### src/sv/qvpid_pkg.sv
// ----------------------------------------------------------------------------
// qvpid_pkg
// Shared widths, constants and types of the quadrature velocity PID block.
// ----------------------------------------------------------------------------
package qvpid_pkg;

  localparam int COUNT_WIDTH = 32;
  localparam int DELTA_W     = 18;
  localparam int CMP_W       = (COUNT_WIDTH > DELTA_W) ? COUNT_WIDTH : DELTA_W;
  localparam int DELTA_CAP   = 65536;

  localparam int VEL_W    = 16;
  localparam int ERR_W    = 17;
  localparam int DIFF_W   = 18;
  localparam int INTEG_W  = 32;
  localparam int SUM_W    = 34;
  localparam int LIM_W    = 31;
  localparam int MA_W     = 33;
  localparam int MB_W     = 17;
  localparam int ACC_W    = 50;
  localparam int EFF_W    = 16;
  localparam int MAG_W    = 15;
  localparam int DUTY_W   = 20;
  localparam int DPROD_W  = 35;

  localparam int EFFORT_ONE = 16384;
  localparam int DUTY_FULL  = 1000000;
  localparam int INT_SHIFT  = 8;
  localparam int PD_SHIFT   = 8;
  localparam int EFF_SHIFT  = 10;
  localparam int DUTY_SHIFT = 14;

  localparam int IN_DATA_W  = 24;
  localparam int OUT_DATA_W = 56;

  typedef struct packed {
    logic [VEL_W-1:0]          target;
    logic signed [DELTA_W-1:0] delta;
  } tick_t;

  typedef struct packed {
    logic             motor_reversed;
    logic [15:0]      velocity_scale;
    logic [15:0]      integ_period;
    logic [15:0]      gain_p;
    logic [15:0]      gain_i;
    logic [15:0]      gain_d;
    logic [LIM_W-1:0] integral_limit;
  } cfg_t;

endpackage

### src/sv/qvpid_front.sv
// ----------------------------------------------------------------------------
// qvpid_front
// Takes input beats, tracks the 2x quadrature count and queues control ticks
// with the capped count change since the previous tick.
// ----------------------------------------------------------------------------
module qvpid_front (
  input  logic                             clk,
  input  logic                             rst_n,
  input  logic                             in_tvalid,
  output logic                             in_tready,
  input  logic [qvpid_pkg::IN_DATA_W-1:0]  in_tdata,
  input  logic                             in_tuser,
  output logic                             push,
  output qvpid_pkg::tick_t                 push_data,
  input  logic                             full
);

  localparam logic CMD_TICK = 1'b1;
  localparam logic CHAN_B   = 1'b1;

  logic [qvpid_pkg::COUNT_WIDTH-1:0]   edge_count_r;
  logic [qvpid_pkg::COUNT_WIDTH-1:0]   last_count_r;
  logic                                b_level_r;
  logic                                accept;
  logic                                edge_channel;
  logic                                edge_level;
  logic                                up;
  logic [qvpid_pkg::COUNT_WIDTH-1:0]   diff;
  logic signed [qvpid_pkg::CMP_W-1:0]  diff_ext;
  logic signed [qvpid_pkg::CMP_W-1:0]  cap_hi;
  logic signed [qvpid_pkg::CMP_W-1:0]  cap_lo;
  logic signed [qvpid_pkg::DELTA_W-1:0] delta;

  assign in_tready    = !full;
  assign accept       = in_tvalid && in_tready;
  assign edge_channel = in_tdata[0];
  assign edge_level   = in_tdata[1];
  assign up           = edge_level ? !b_level_r : b_level_r;

  // count change read as signed, magnitude capped
  assign diff     = edge_count_r - last_count_r;
  assign diff_ext = qvpid_pkg::CMP_W'($signed(diff));
  assign cap_hi   = qvpid_pkg::CMP_W'(qvpid_pkg::DELTA_CAP);
  assign cap_lo   = qvpid_pkg::CMP_W'(-qvpid_pkg::DELTA_CAP);

  always_comb begin
    if (diff_ext > cap_hi) begin
      delta = qvpid_pkg::DELTA_W'(qvpid_pkg::DELTA_CAP);
    end else if (diff_ext < cap_lo) begin
      delta = qvpid_pkg::DELTA_W'(-qvpid_pkg::DELTA_CAP);
    end else begin
      delta = qvpid_pkg::DELTA_W'(diff_ext);
    end
  end

  assign push             = accept && (in_tuser == CMD_TICK);
  assign push_data.target = in_tdata[2 +: qvpid_pkg::VEL_W];
  assign push_data.delta  = delta;

  always_ff @(posedge clk) begin
    if (!rst_n) begin
      edge_count_r <= '0;
      last_count_r <= '0;
      b_level_r    <= 1'b0;
    end else if (accept) begin
      if (in_tuser == CMD_TICK) begin
        last_count_r <= edge_count_r;
      end else if (edge_channel == CHAN_B) begin
        b_level_r <= edge_level;
      end else if (up) begin
        edge_count_r <= edge_count_r + qvpid_pkg::COUNT_WIDTH'(1);
      end else begin
        edge_count_r <= edge_count_r - qvpid_pkg::COUNT_WIDTH'(1);
      end
    end
  end

endmodule

### src/sv/qvpid_fifo.sv
// ----------------------------------------------------------------------------
// qvpid_fifo
// Two-entry queue of control ticks between the front and the PID sequencer.
// ----------------------------------------------------------------------------
module qvpid_fifo (
  input  logic             clk,
  input  logic             rst_n,
  input  logic             push,
  input  qvpid_pkg::tick_t push_data,
  input  logic             pop,
  output qvpid_pkg::tick_t pop_data,
  output logic             full,
  output logic             empty
);

  qvpid_pkg::tick_t mem_r [2];
  logic             wr_ptr_r;
  logic             rd_ptr_r;
  logic [1:0]       count_r;

  assign full     = (count_r == 2'd2);
  assign empty    = (count_r == 2'd0);
  assign pop_data = mem_r[rd_ptr_r];

  always_ff @(posedge clk) begin
    if (push) begin
      mem_r[wr_ptr_r] <= push_data;
    end
  end

  always_ff @(posedge clk) begin
    if (!rst_n) begin
      wr_ptr_r <= 1'b0;
      rd_ptr_r <= 1'b0;
      count_r  <= 2'd0;
    end else begin
      if (push) begin
        wr_ptr_r <= !wr_ptr_r;
      end
      if (pop) begin
        rd_ptr_r <= !rd_ptr_r;
      end
      if (push && !pop) begin
        count_r <= count_r + 2'd1;
      end else if (pop && !push) begin
        count_r <= count_r - 2'd1;
      end
    end
  end

endmodule

### src/sv/qvpid_back.sv
// ----------------------------------------------------------------------------
// qvpid_back
// PID sequencer: one shared multiplier steps a tick through velocity,
// integrator, effort and duty, then loads the result register.
// ----------------------------------------------------------------------------
module qvpid_back (
  input  logic                              clk,
  input  logic                              rst_n,
  input  qvpid_pkg::cfg_t                   cfg,
  input  logic                              empty,
  input  qvpid_pkg::tick_t                  pop_data,
  output logic                              pop,
  output logic                              out_tvalid,
  input  logic                              out_tready,
  output logic [qvpid_pkg::OUT_DATA_W-1:0]  out_tdata
);

  typedef enum logic [3:0] {
    S_IDLE, S_VEL, S_SAT, S_ERR, S_MI, S_INT, S_MD, S_MG, S_ACC, S_EFF, S_DUTY
  } state_t;

  localparam int VEL_MAX = (1 << (qvpid_pkg::VEL_W - 1)) - 1;
  localparam int VEL_MIN = -(1 << (qvpid_pkg::VEL_W - 1));

  state_t                                state_r;
  logic                                  out_valid_r;
  logic [qvpid_pkg::VEL_W-1:0]           target_r;
  logic signed [qvpid_pkg::DELTA_W-1:0]  delta_r;
  logic signed [qvpid_pkg::ACC_W-1:0]    prod_r;
  logic signed [qvpid_pkg::ACC_W-1:0]    acc_r;
  logic signed [qvpid_pkg::VEL_W-1:0]    vel_r;
  logic signed [qvpid_pkg::ERR_W-1:0]    err_r;
  logic signed [qvpid_pkg::DIFF_W-1:0]   diff_r;
  logic signed [qvpid_pkg::INTEG_W-1:0]  integral_r;
  logic signed [qvpid_pkg::ERR_W-1:0]    prev_err_r;
  logic signed [qvpid_pkg::EFF_W-1:0]    effort_r;
  logic                                  dir_r;
  logic [qvpid_pkg::MAG_W-1:0]           mag_r;
  logic signed [qvpid_pkg::VEL_W-1:0]    res_vel_r;
  logic signed [qvpid_pkg::EFF_W-1:0]    res_effort_r;
  logic                                  res_dir_r;
  logic [qvpid_pkg::DUTY_W-1:0]          res_duty_r;

  logic signed [qvpid_pkg::MA_W-1:0]     mul_a;
  logic signed [qvpid_pkg::MB_W-1:0]     mul_b;
  logic signed [qvpid_pkg::ACC_W-1:0]    mul_p;
  logic signed [qvpid_pkg::ACC_W-1:0]    vel_signed;
  logic signed [qvpid_pkg::VEL_W-1:0]    vel_sat;
  logic signed [qvpid_pkg::ERR_W-1:0]    err;
  logic signed [qvpid_pkg::SUM_W-1:0]    integ_sum;
  logic signed [qvpid_pkg::SUM_W-1:0]    lim_pos;
  logic signed [qvpid_pkg::SUM_W-1:0]    lim_neg;
  logic signed [qvpid_pkg::INTEG_W-1:0]  integ_new;
  logic signed [qvpid_pkg::ACC_W-1:0]    acc_sh;
  logic signed [qvpid_pkg::EFF_W-1:0]    effort;
  logic signed [qvpid_pkg::EFF_W-1:0]    effort_dir;
  logic [qvpid_pkg::DPROD_W-1:0]         dprod;
  logic [qvpid_pkg::DUTY_W-1:0]          frac;
  logic [qvpid_pkg::DUTY_W-1:0]          duty;
  logic                                  out_free;

  // shared multiplier operands
  always_comb begin
    case (state_r)
      S_VEL: begin
        mul_a = qvpid_pkg::MA_W'(delta_r);
        mul_b = $signed({1'b0, cfg.velocity_scale});
      end
      S_MI: begin
        mul_a = qvpid_pkg::MA_W'(err_r);
        mul_b = $signed({1'b0, cfg.integ_period});
      end
      S_INT: begin
        mul_a = qvpid_pkg::MA_W'(err_r);
        mul_b = $signed({1'b0, cfg.gain_p});
      end
      S_MD: begin
        mul_a = qvpid_pkg::MA_W'(diff_r);
        mul_b = $signed({1'b0, cfg.gain_d});
      end
      S_MG: begin
        mul_a = qvpid_pkg::MA_W'(integral_r);
        mul_b = $signed({1'b0, cfg.gain_i});
      end
      default: begin
        mul_a = '0;
        mul_b = '0;
      end
    endcase
  end

  assign mul_p = mul_a * mul_b;

  // velocity: reverse then saturate
  assign vel_signed = cfg.motor_reversed ? -prod_r : prod_r;
  always_comb begin
    if (vel_signed > qvpid_pkg::ACC_W'(VEL_MAX)) begin
      vel_sat = qvpid_pkg::VEL_W'(VEL_MAX);
    end else if (vel_signed < qvpid_pkg::ACC_W'(VEL_MIN)) begin
      vel_sat = qvpid_pkg::VEL_W'(VEL_MIN);
    end else begin
      vel_sat = qvpid_pkg::VEL_W'(vel_signed);
    end
  end

  assign err = qvpid_pkg::ERR_W'($signed(target_r)) - qvpid_pkg::ERR_W'(vel_r);

  // integrator: arithmetic shift is the floor shift
  assign integ_sum = qvpid_pkg::SUM_W'(integral_r)
                   + qvpid_pkg::SUM_W'(prod_r >>> qvpid_pkg::INT_SHIFT);
  assign lim_pos   = $signed(qvpid_pkg::SUM_W'(cfg.integral_limit));
  assign lim_neg   = -lim_pos;
  always_comb begin
    if (integ_sum > lim_pos) begin
      integ_new = qvpid_pkg::INTEG_W'(lim_pos);
    end else if (integ_sum < lim_neg) begin
      integ_new = qvpid_pkg::INTEG_W'(lim_neg);
    end else begin
      integ_new = qvpid_pkg::INTEG_W'(integ_sum);
    end
  end

  assign acc_sh = acc_r >>> qvpid_pkg::EFF_SHIFT;
  always_comb begin
    if (target_r == '0) begin
      effort = '0;
    end else if (acc_sh > qvpid_pkg::ACC_W'(qvpid_pkg::EFFORT_ONE)) begin
      effort = qvpid_pkg::EFF_W'(qvpid_pkg::EFFORT_ONE);
    end else if (acc_sh < qvpid_pkg::ACC_W'(-qvpid_pkg::EFFORT_ONE)) begin
      effort = qvpid_pkg::EFF_W'(-qvpid_pkg::EFFORT_ONE);
    end else begin
      effort = qvpid_pkg::EFF_W'(acc_sh);
    end
  end
  assign effort_dir = cfg.motor_reversed ? -effort : effort;

  // |e| * 1000000 / 16384, truncated
  assign dprod = qvpid_pkg::DPROD_W'(mag_r) * qvpid_pkg::DPROD_W'(qvpid_pkg::DUTY_FULL);
  assign frac  = dprod[qvpid_pkg::DUTY_SHIFT +: qvpid_pkg::DUTY_W];
  assign duty  = dir_r ? (qvpid_pkg::DUTY_W'(qvpid_pkg::DUTY_FULL) - frac) : frac;

  assign out_free   = !out_valid_r || out_tready;
  assign pop        = (state_r == S_IDLE) && !empty;
  assign out_tvalid = out_valid_r;
  assign out_tdata  = {3'b000, res_duty_r, res_dir_r, res_effort_r, res_vel_r};

  always_ff @(posedge clk) begin
    prod_r <= mul_p;
    if (!rst_n) begin
      state_r     <= S_IDLE;
      out_valid_r <= 1'b0;
      integral_r  <= '0;
      prev_err_r  <= '0;
    end else begin
      // in the duty step a leaving beat is replaced by the new one below
      if (out_valid_r && out_tready && (state_r != S_DUTY)) begin
        out_valid_r <= 1'b0;
      end
      case (state_r)
        S_IDLE: begin
          if (!empty) begin
            target_r <= pop_data.target;
            delta_r  <= pop_data.delta;
            state_r  <= S_VEL;
          end
        end
        S_VEL: state_r <= S_SAT;
        S_SAT: begin
          vel_r   <= vel_sat;
          state_r <= S_ERR;
        end
        S_ERR: begin
          err_r   <= err;
          diff_r  <= qvpid_pkg::DIFF_W'(err) - qvpid_pkg::DIFF_W'(prev_err_r);
          state_r <= S_MI;
        end
        S_MI: state_r <= S_INT;
        S_INT: begin
          integral_r <= integ_new;
          state_r    <= S_MD;
        end
        S_MD: begin
          acc_r   <= prod_r <<< qvpid_pkg::PD_SHIFT;
          state_r <= S_MG;
        end
        S_MG: begin
          acc_r   <= acc_r + (prod_r <<< qvpid_pkg::PD_SHIFT);
          state_r <= S_ACC;
        end
        S_ACC: begin
          acc_r   <= acc_r + prod_r;
          state_r <= S_EFF;
        end
        S_EFF: begin
          effort_r <= effort;
          dir_r    <= (effort_dir > 0);
          mag_r    <= (effort_dir < 0) ? qvpid_pkg::MAG_W'(-effort_dir)
                                       : qvpid_pkg::MAG_W'(effort_dir);
          // zero target clears the loop memory
          if (target_r == '0) begin
            integral_r <= '0;
            prev_err_r <= '0;
          end else begin
            prev_err_r <= err_r;
          end
          state_r <= S_DUTY;
        end
        S_DUTY: begin
          if (out_free) begin
            res_vel_r    <= vel_r;
            res_effort_r <= effort_r;
            res_dir_r    <= dir_r;
            res_duty_r   <= duty;
            out_valid_r  <= 1'b1;
            state_r      <= S_IDLE;
          end
        end
        default: state_r <= S_IDLE;
      endcase
    end
  end

`ifndef ASSERT_OFF
  a_effort_range: assert property (@(posedge clk) disable iff (!rst_n)
    out_valid_r |-> (res_effort_r <= qvpid_pkg::EFF_W'(qvpid_pkg::EFFORT_ONE)) &&
                    (res_effort_r >= qvpid_pkg::EFF_W'(-qvpid_pkg::EFFORT_ONE)))
    else $error("drive effort out of range");
  a_duty_range: assert property (@(posedge clk) disable iff (!rst_n)
    out_valid_r |-> (res_duty_r <= qvpid_pkg::DUTY_W'(qvpid_pkg::DUTY_FULL)))
    else $error("pwm duty above full scale");
  a_zero_effort: assert property (@(posedge clk) disable iff (!rst_n)
    (out_valid_r && res_effort_r == '0) |-> (!res_dir_r && res_duty_r == '0))
    else $error("zero effort must give zero duty, reverse pin");
  a_result_hold: assert property (@(posedge clk) disable iff (!rst_n)
    (state_r == S_DUTY && out_valid_r && !out_tready) |=> (state_r == S_DUTY))
    else $error("sequencer left duty step while result stalled");
`endif

endmodule

### src/sv/quadrature_velocity_pid_top.sv
// ----------------------------------------------------------------------------
// quadrature_velocity_pid_top
// 2x quadrature encoder counter with a fixed-point velocity PID loop.
//
//   channel | ports   | beat                 | payload
//   --------+---------+----------------------+---------------------------------
//   input   | in_*    | tvalid & tready      | tuser cmd, tdata edge / target
//   result  | out_*   | tvalid & tready      | tdata velocity, effort, dir, duty
//   config  | cfg_*   | psel&penable&pwrite  | 7 registers at 4*index
//
// encoder edge beats are taken one per cycle while the tick queue has room
// and give no result. a control tick steps the sequencer from velocity to duty,
// using the shared 33x17 multiplier five times; ticks queue two deep ahead of it.
// rst_n is synchronous; registers return to their defaults, counts to zero.
// in_tready drops only while the tick queue is full; a stalled result holds
// the sequencer at its last step.
// ----------------------------------------------------------------------------
module quadrature_velocity_pid_top (
  input  logic        clk,
  input  logic        rst_n,
  input  logic        in_tvalid,
  output logic        in_tready,
  input  logic [23:0] in_tdata,   // edge_channel, edge_level, target_velocity[15:0], pad
  input  logic        in_tuser,   // cmd
  output logic        out_tvalid,
  input  logic        out_tready,
  output logic [55:0] out_tdata,  // measured_velocity, drive_effort, motor_direction,
                                  // pwm_duty[19:0], pad
  input  logic        cfg_psel,
  input  logic        cfg_penable,
  input  logic        cfg_pwrite,
  input  logic [4:0]  cfg_paddr,
  input  logic [31:0] cfg_pwdata,
  output logic [31:0] cfg_prdata,
  output logic        cfg_pready
);

  localparam logic [2:0] REG_MOTOR_REVERSED = 3'd0;
  localparam logic [2:0] REG_VELOCITY_SCALE = 3'd1;
  localparam logic [2:0] REG_INTEG_PERIOD   = 3'd2;
  localparam logic [2:0] REG_GAIN_P         = 3'd3;
  localparam logic [2:0] REG_GAIN_I         = 3'd4;
  localparam logic [2:0] REG_GAIN_D         = 3'd5;
  localparam logic [2:0] REG_INTEGRAL_LIMIT = 3'd6;

  qvpid_pkg::cfg_t  cfg_r;
  qvpid_pkg::tick_t push_data;
  qvpid_pkg::tick_t pop_data;
  logic             push;
  logic             pop;
  logic             full;
  logic             empty;
  logic             cfg_write;
  logic [2:0]       reg_index;

  assign cfg_pready = 1'b1;
  assign cfg_write  = cfg_psel && cfg_penable && cfg_pwrite && cfg_pready;
  assign reg_index  = cfg_paddr[4:2];

  always_ff @(posedge clk) begin
    if (!rst_n) begin
      cfg_r.motor_reversed <= 1'b0;
      cfg_r.velocity_scale <= 16'd256;
      cfg_r.integ_period   <= 16'd655;
      cfg_r.gain_p         <= 16'd256;
      cfg_r.gain_i         <= 16'd0;
      cfg_r.gain_d         <= 16'd0;
      cfg_r.integral_limit <= 31'd65536;
    end else if (cfg_write) begin
      case (reg_index)
        REG_MOTOR_REVERSED: cfg_r.motor_reversed <= cfg_pwdata[0];
        REG_VELOCITY_SCALE: cfg_r.velocity_scale <= cfg_pwdata[15:0];
        REG_INTEG_PERIOD:   cfg_r.integ_period   <= cfg_pwdata[15:0];
        REG_GAIN_P:         cfg_r.gain_p         <= cfg_pwdata[15:0];
        REG_GAIN_I:         cfg_r.gain_i         <= cfg_pwdata[15:0];
        REG_GAIN_D:         cfg_r.gain_d         <= cfg_pwdata[15:0];
        REG_INTEGRAL_LIMIT: cfg_r.integral_limit <= cfg_pwdata[30:0];
        default: ;
      endcase
    end
  end

  always_comb begin
    case (reg_index)
      REG_MOTOR_REVERSED: cfg_prdata = {31'd0, cfg_r.motor_reversed};
      REG_VELOCITY_SCALE: cfg_prdata = {16'd0, cfg_r.velocity_scale};
      REG_INTEG_PERIOD:   cfg_prdata = {16'd0, cfg_r.integ_period};
      REG_GAIN_P:         cfg_prdata = {16'd0, cfg_r.gain_p};
      REG_GAIN_I:         cfg_prdata = {16'd0, cfg_r.gain_i};
      REG_GAIN_D:         cfg_prdata = {16'd0, cfg_r.gain_d};
      REG_INTEGRAL_LIMIT: cfg_prdata = {1'b0, cfg_r.integral_limit};
      default:            cfg_prdata = 32'd0;
    endcase
  end

  qvpid_front u_front (
    .clk       (clk),
    .rst_n     (rst_n),
    .in_tvalid (in_tvalid),
    .in_tready (in_tready),
    .in_tdata  (in_tdata),
    .in_tuser  (in_tuser),
    .push      (push),
    .push_data (push_data),
    .full      (full)
  );

  qvpid_fifo u_fifo (
    .clk       (clk),
    .rst_n     (rst_n),
    .push      (push),
    .push_data (push_data),
    .pop       (pop),
    .pop_data  (pop_data),
    .full      (full),
    .empty     (empty)
  );

  qvpid_back u_back (
    .clk        (clk),
    .rst_n      (rst_n),
    .cfg        (cfg_r),
    .empty      (empty),
    .pop_data   (pop_data),
    .pop        (pop),
    .out_tvalid (out_tvalid),
    .out_tready (out_tready),
    .out_tdata  (out_tdata)
  );

endmodule

### config.mk
export PLATFORM = sky130hd
export DESIGN_NAME = quadrature_velocity_pid_top
export DESIGN_NICKNAME = d
export VERILOG_FILES = /design/src/sv/qvpid_pkg.sv /design/src/sv/qvpid_front.sv /design/src/sv/qvpid_fifo.sv /design/src/sv/qvpid_back.sv /design/src/sv/quadrature_velocity_pid_top.sv
export SDC_FILE = /design/constraint.sdc
export NUM_CORES = 2
export LEC_CHECK = 0
export BUFFER_PORTS_ARGS = -buffer_cell sky130_fd_sc_hd__buf_2
export CAP_MARGIN = 20
export CORE_UTILIZATION = 50
export CTS_CLUSTER_SIZE = 12
export DETAILED_ROUTE_END_ITERATION = 8
export PLACE_DENSITY = 0.64
export SLEW_MARGIN = 20
export SYNTH_ARGS = -nofsm -noshare
export SYNTH_HDL_FRONTEND = slang
export SYNTH_SLANG_ARGS = --single-unit
### constraint.sdc
create_clock -name clk -period 18.7 [get_ports clk]
set_input_delay 2.805 -clock clk [delete_from_list [all_inputs] [get_ports clk]]
set_output_delay 2.805 -clock clk [all_outputs]
set_load 0.1 [all_outputs]
==> key figures <==
Status
  • Status: completed

Power
  • Leakage power: ~29 nW
  • Cell Pwr Density: 87.7 nW/um^2
  • Maximum vdd drop: 0.000119 V

Route
  • Routed len/inst: 20.3 um
  • DRC Markers: 0
  • Final wirelength: roughly 170 mm
  • Router iterations before antenna repair: 9
  • Post-DRT Antenna Nets: 0
  • Initial DRC count: 4129
  • Via density: 5.84
  • Vias: between 40k and 50k

CTS
  • Worst-case clock buffer depth: 3
  • Post-CTS setup buffers: 0
  • Clock root cell: clkbuf_16
  • Worst-path clk slew: 60 ps
  • Clk sinks: 572
  • TritonCTS clock tree: done
  • Number of H-tree levels: 3
  • Resized cells post-CTS: 0
  • Post-CTS Hold Buffers: 0
  • Worst skew pair latency: roughly 670 ps
  • Total CTS buffers: 71

Timing
  • Worst-margin pin slew: 1100 ps
  • Fin. Hold Viols: 0
  • RSZ-0062 raised after global routing: no
  • Max Freq: approximately 98 MHz
  • Worst rel slew slack: 0.264
  • Slew Limit Fails: 0
  • Period utilization: 0.543
  • Final period demand of the worst path: a little over 10000 ps
  • Clock Skew: approximately 33 ps
  • Setup TNS: 0 ps
  • Worst setup margin: 8540 ps
  • Final setup vio count: 0

Synth
  • Top_reg_cell synth: edfxtp_1
  • Number of synthesized flops with an enable pin: about 290
  • Ys async rst share: 0
  • Mapped Cells: 6741
  • Distinct cells, synth: 88
  • Mapped Area: a little under 60000 um^2
  • Post-synth top area share: 0.187
  • Yosys warning total: 0
  • Post-Syn Area per Cell: around 8.7 um^2
  • Yosys reg bits: approximately 570
  • Post-synthesis sequential area ratio: 0.244
  • Top post-synthesis cells by area: fa_1 19%, edfxtp_1 15%, ha_1 11%
  • Leading area contributor after synthesis: fa_1

Place
  • GP Congestion: approximately 0.90
  • IO buf count: ~150
  • Placement Setup Slack: between 8000 and 9000 ps
  • Post-DP HPWL: 127 mm

Worst setup path
  • Crit path DAT: ~11000 ps
  • Startpoint type of the worst setup path: register
  • R2r setup slk: 8540 ps
  • Crit path required time: 19200 ps
  • Critical R2R Launch: u_back.state_r[3]
  • Worst Setup Path Type: register to register
  • CP max FO: 55
  • Worst reg2reg path depth: 27
  • FF-to-FF End: u_back.prod_r[42]
  • Crit. End Element: register

Run
  • MaxCap Viol Count: 0

Min path
  • Min-delay src: u_back.effort_r[13]
  • HP Class: register to register
  • Hold endpoint: u_back.res_effort_r[13]
  • Hold Path Depth: 0

GRT
  • First-pass GRT wire length: around 270 mm
  • Initial antenna violation count: 7
  • Pin count of the biggest net entering global routing: 69
  • Number of global-route vias before repair: roughly 47k
  • Grt total ovfl: 0
  • GRT Resource Usage Total: 0.285

Floorplan
  • Die ar.: 119000 um^2
  • DIE WIDTH: between 300 and 400 um
  • Area of the core: ~120000 um^2
  • Io pins: 160
  • Initial core utilization: 0.505
  • Row Count: 125
  • Chip height: 345 um

Finish
  • Layout cells sized above 1: 0.0678
  • Area growth, synth to finish: 7.95%
  • Nets@finish: roughly 7.9k
  • Layout fillers: 10.7k
  • Ant. Diodes: 0
## cells in the final DEF (no fill, tap or decap), drive strengths merged, types with 13 or more instances in the layout
| cell | instances |
|---|---|
| xnor2 | 216 |
| clkinv | 19 |
| nand3 | 114 |
| o21ai | 263 |
| a211o | 19 |
| a21o | 188 |
| a21boi | 21 |
| or2 | 28 |
| mux2 | 46 |
| a22oi | 100 |
| a32oi | 13 |
| o21a | 41 |
| o211ai | 19 |
| o21bai | 30 |
| dfxtp | 285 |
| o31ai | 36 |
| clkbuf | 96 |
| inv | 858 |
| o221ai | 16 |
| mux2i | 51 |
| nand2b | 78 |
| a21oi | 480 |
| xor2 | 128 |
| and2 | 52 |
| nand4 | 55 |
| nor2b | 45 |
| a31oi | 41 |
| fa | 549 |
| nand2 | 960 |
| or3 | 34 |
| nor3 | 85 |
| a221oi | 16 |
| and3 | 68 |
| a211oi | 50 |
| buf | 214 |
| nor2 | 448 |
| nor4 | 35 |
| edfxtp | 287 |
| ha | 499 |
## power by group
| part | switching, mW | total [mW] | internal, mW |
|---|---|---|---|
| Combinational | 1.59 | 2.45 | 0.862 |
| Sequential | 0.133 | 1.61 | 1.48 |
| Clock | 0.594 | 1.49 | 0.900 |
## cells in the mapped netlist (68+ instances only)
cell,n
and3_1,68
nor3_1,85
ha_1,499
clkbuf_1,264
xor2_1,128
fa_1,549
dfxtp_1,285
nand2b_1,78
nor2_1,448
xnor2_1,216
a21o_1,188
edfxtp_1,287
a21oi_1,479
o21ai_0,251
inv_1,855
nand2_1,960
nand3_1,114
a22oi_1,100
## per-stage QoR
stage / hold WS [ps] / cells / power, mW / instance area (um^2) / utilization
floorplan: 400 / 6744 / 3.37 / 58700 / -
CTS: 417 / 8319 / 5.55 / 63400 / 0.545
global placement: 405 / 8191 / 4.00 / 60900 / 0.524
finish: 416 / 8319 / 5.56 / 63400 / 0.545
global route: 421 / 8319 / 5.86 / 63400 / 0.545
detailed placement: 405 / 8191 / 4.04 / 60900 / 0.524
## final cells by class
cell class	count	area, um^2	share of cell area
sequential	572	14300	0.226
tap	1524	1910	0.0301
multi-input combinational	5024	40200	0.634
clock buffer	96	2020	0.0318
inverter	857	3220	0.0509
clock inverter	32	478	0.00754
timing repair buffer	214	1240	0.0196
## critical path, cell delays in order, from the launching register on
cell	delay [ps]
dfxtp_1	610
nand2b_1	310
nor2_4	40
buf_4	340
a22oi_1	630
nand3_2	860
nand2_1	330
fa_1	440
fa_1	490
fa_1	520
inv_1	40
ha_1	300
fa_1	540
inv_1	60
fa_1	530
inv_1	40
ha_1	380
nand3_1	120
a211o_1	320
a21oi_1	580
a31oi_1	330
a2111oi_0	790
o31a_1	250
o21ai_0	210
a21oi_1	290
a21o_1	150
a21oi_1	70
xnor2_1	420
## sequential cells by signal (all words and copies together), names as in the netlist, 4 cells and up
register,count
u_back.diff_r,18
u_back.prod_r,50
u_back.err_r,17
u_back.effort_r,15
u_back.delta_r,18
u_back.res_vel_r,16
cfg_r,112
u_front.last_count_r,32
u_back.acc_r,50
u_back.res_effort_r,16
u_back.integral_r,32
u_front.edge_count_r,32
u_back.state_r,4
u_back.vel_r,16
u_back.target_r,16
u_fifo.mem_r,68
u_back.res_duty_r,20
u_back.prev_err_r,17
u_back.mag_r,15
## cell families (layout without fill, tap and decap cells)
group | Yosys count | count (layout) | synth area share
other | 2 | 5 | 0.000128
buffers and inverters | 1148 | 1199 | 0.0743
DFF | 572 | 572 | 0.244
AOI/OAI and AO/OA | 1462 | 1462 | 0.160
muxes | 97 | 97 | 0.0175
and+or+nand+nor | 2068 | 2068 | 0.159
adders and majority gates | 1048 | 1048 | 0.294
xor gates and xnor gates | 344 | 344 | 0.0513
## per-layer routing
layer | vias to the layer above | wire [um] | share of wire | global-route usage
met5 | - | 30 | 0.00018 | 0
met4 | 6 | 5210 | 0.031 | 0.0848
met3 | 309 | 14600 | 0.086 | 0.0527
met2 | 1813 | 75700 | 0.45 | 0.453
met1 | 23607 | 73600 | 0.44 | 0.395
li1 | 22829 | - | - | -
## worst max path at each step
| stage | from | endpoint | slack (ps) |
|---|---|---|---|
| 2_1_floorplan | cfg_paddr[4] | cfg_prdata[10] | 10270 |
| 3_3_place_gp | u_back.state_r[3] | u_back.prod_r[42] | 8760 |
| 3_5_place_dp | u_back.state_r[3] | u_back.prod_r[42] | 8650 |
| 4_1_cts | u_back.state_r[3] | u_back.prod_r[42] | 8640 |
| 5_1_grt | u_back.state_r[3] | u_back.prod_r[42] | 8060 |
| 6_report | u_back.state_r[3] | u_back.prod_r[42] | 8540 |
Note: power is estimated with default switching activity, not from simulation.
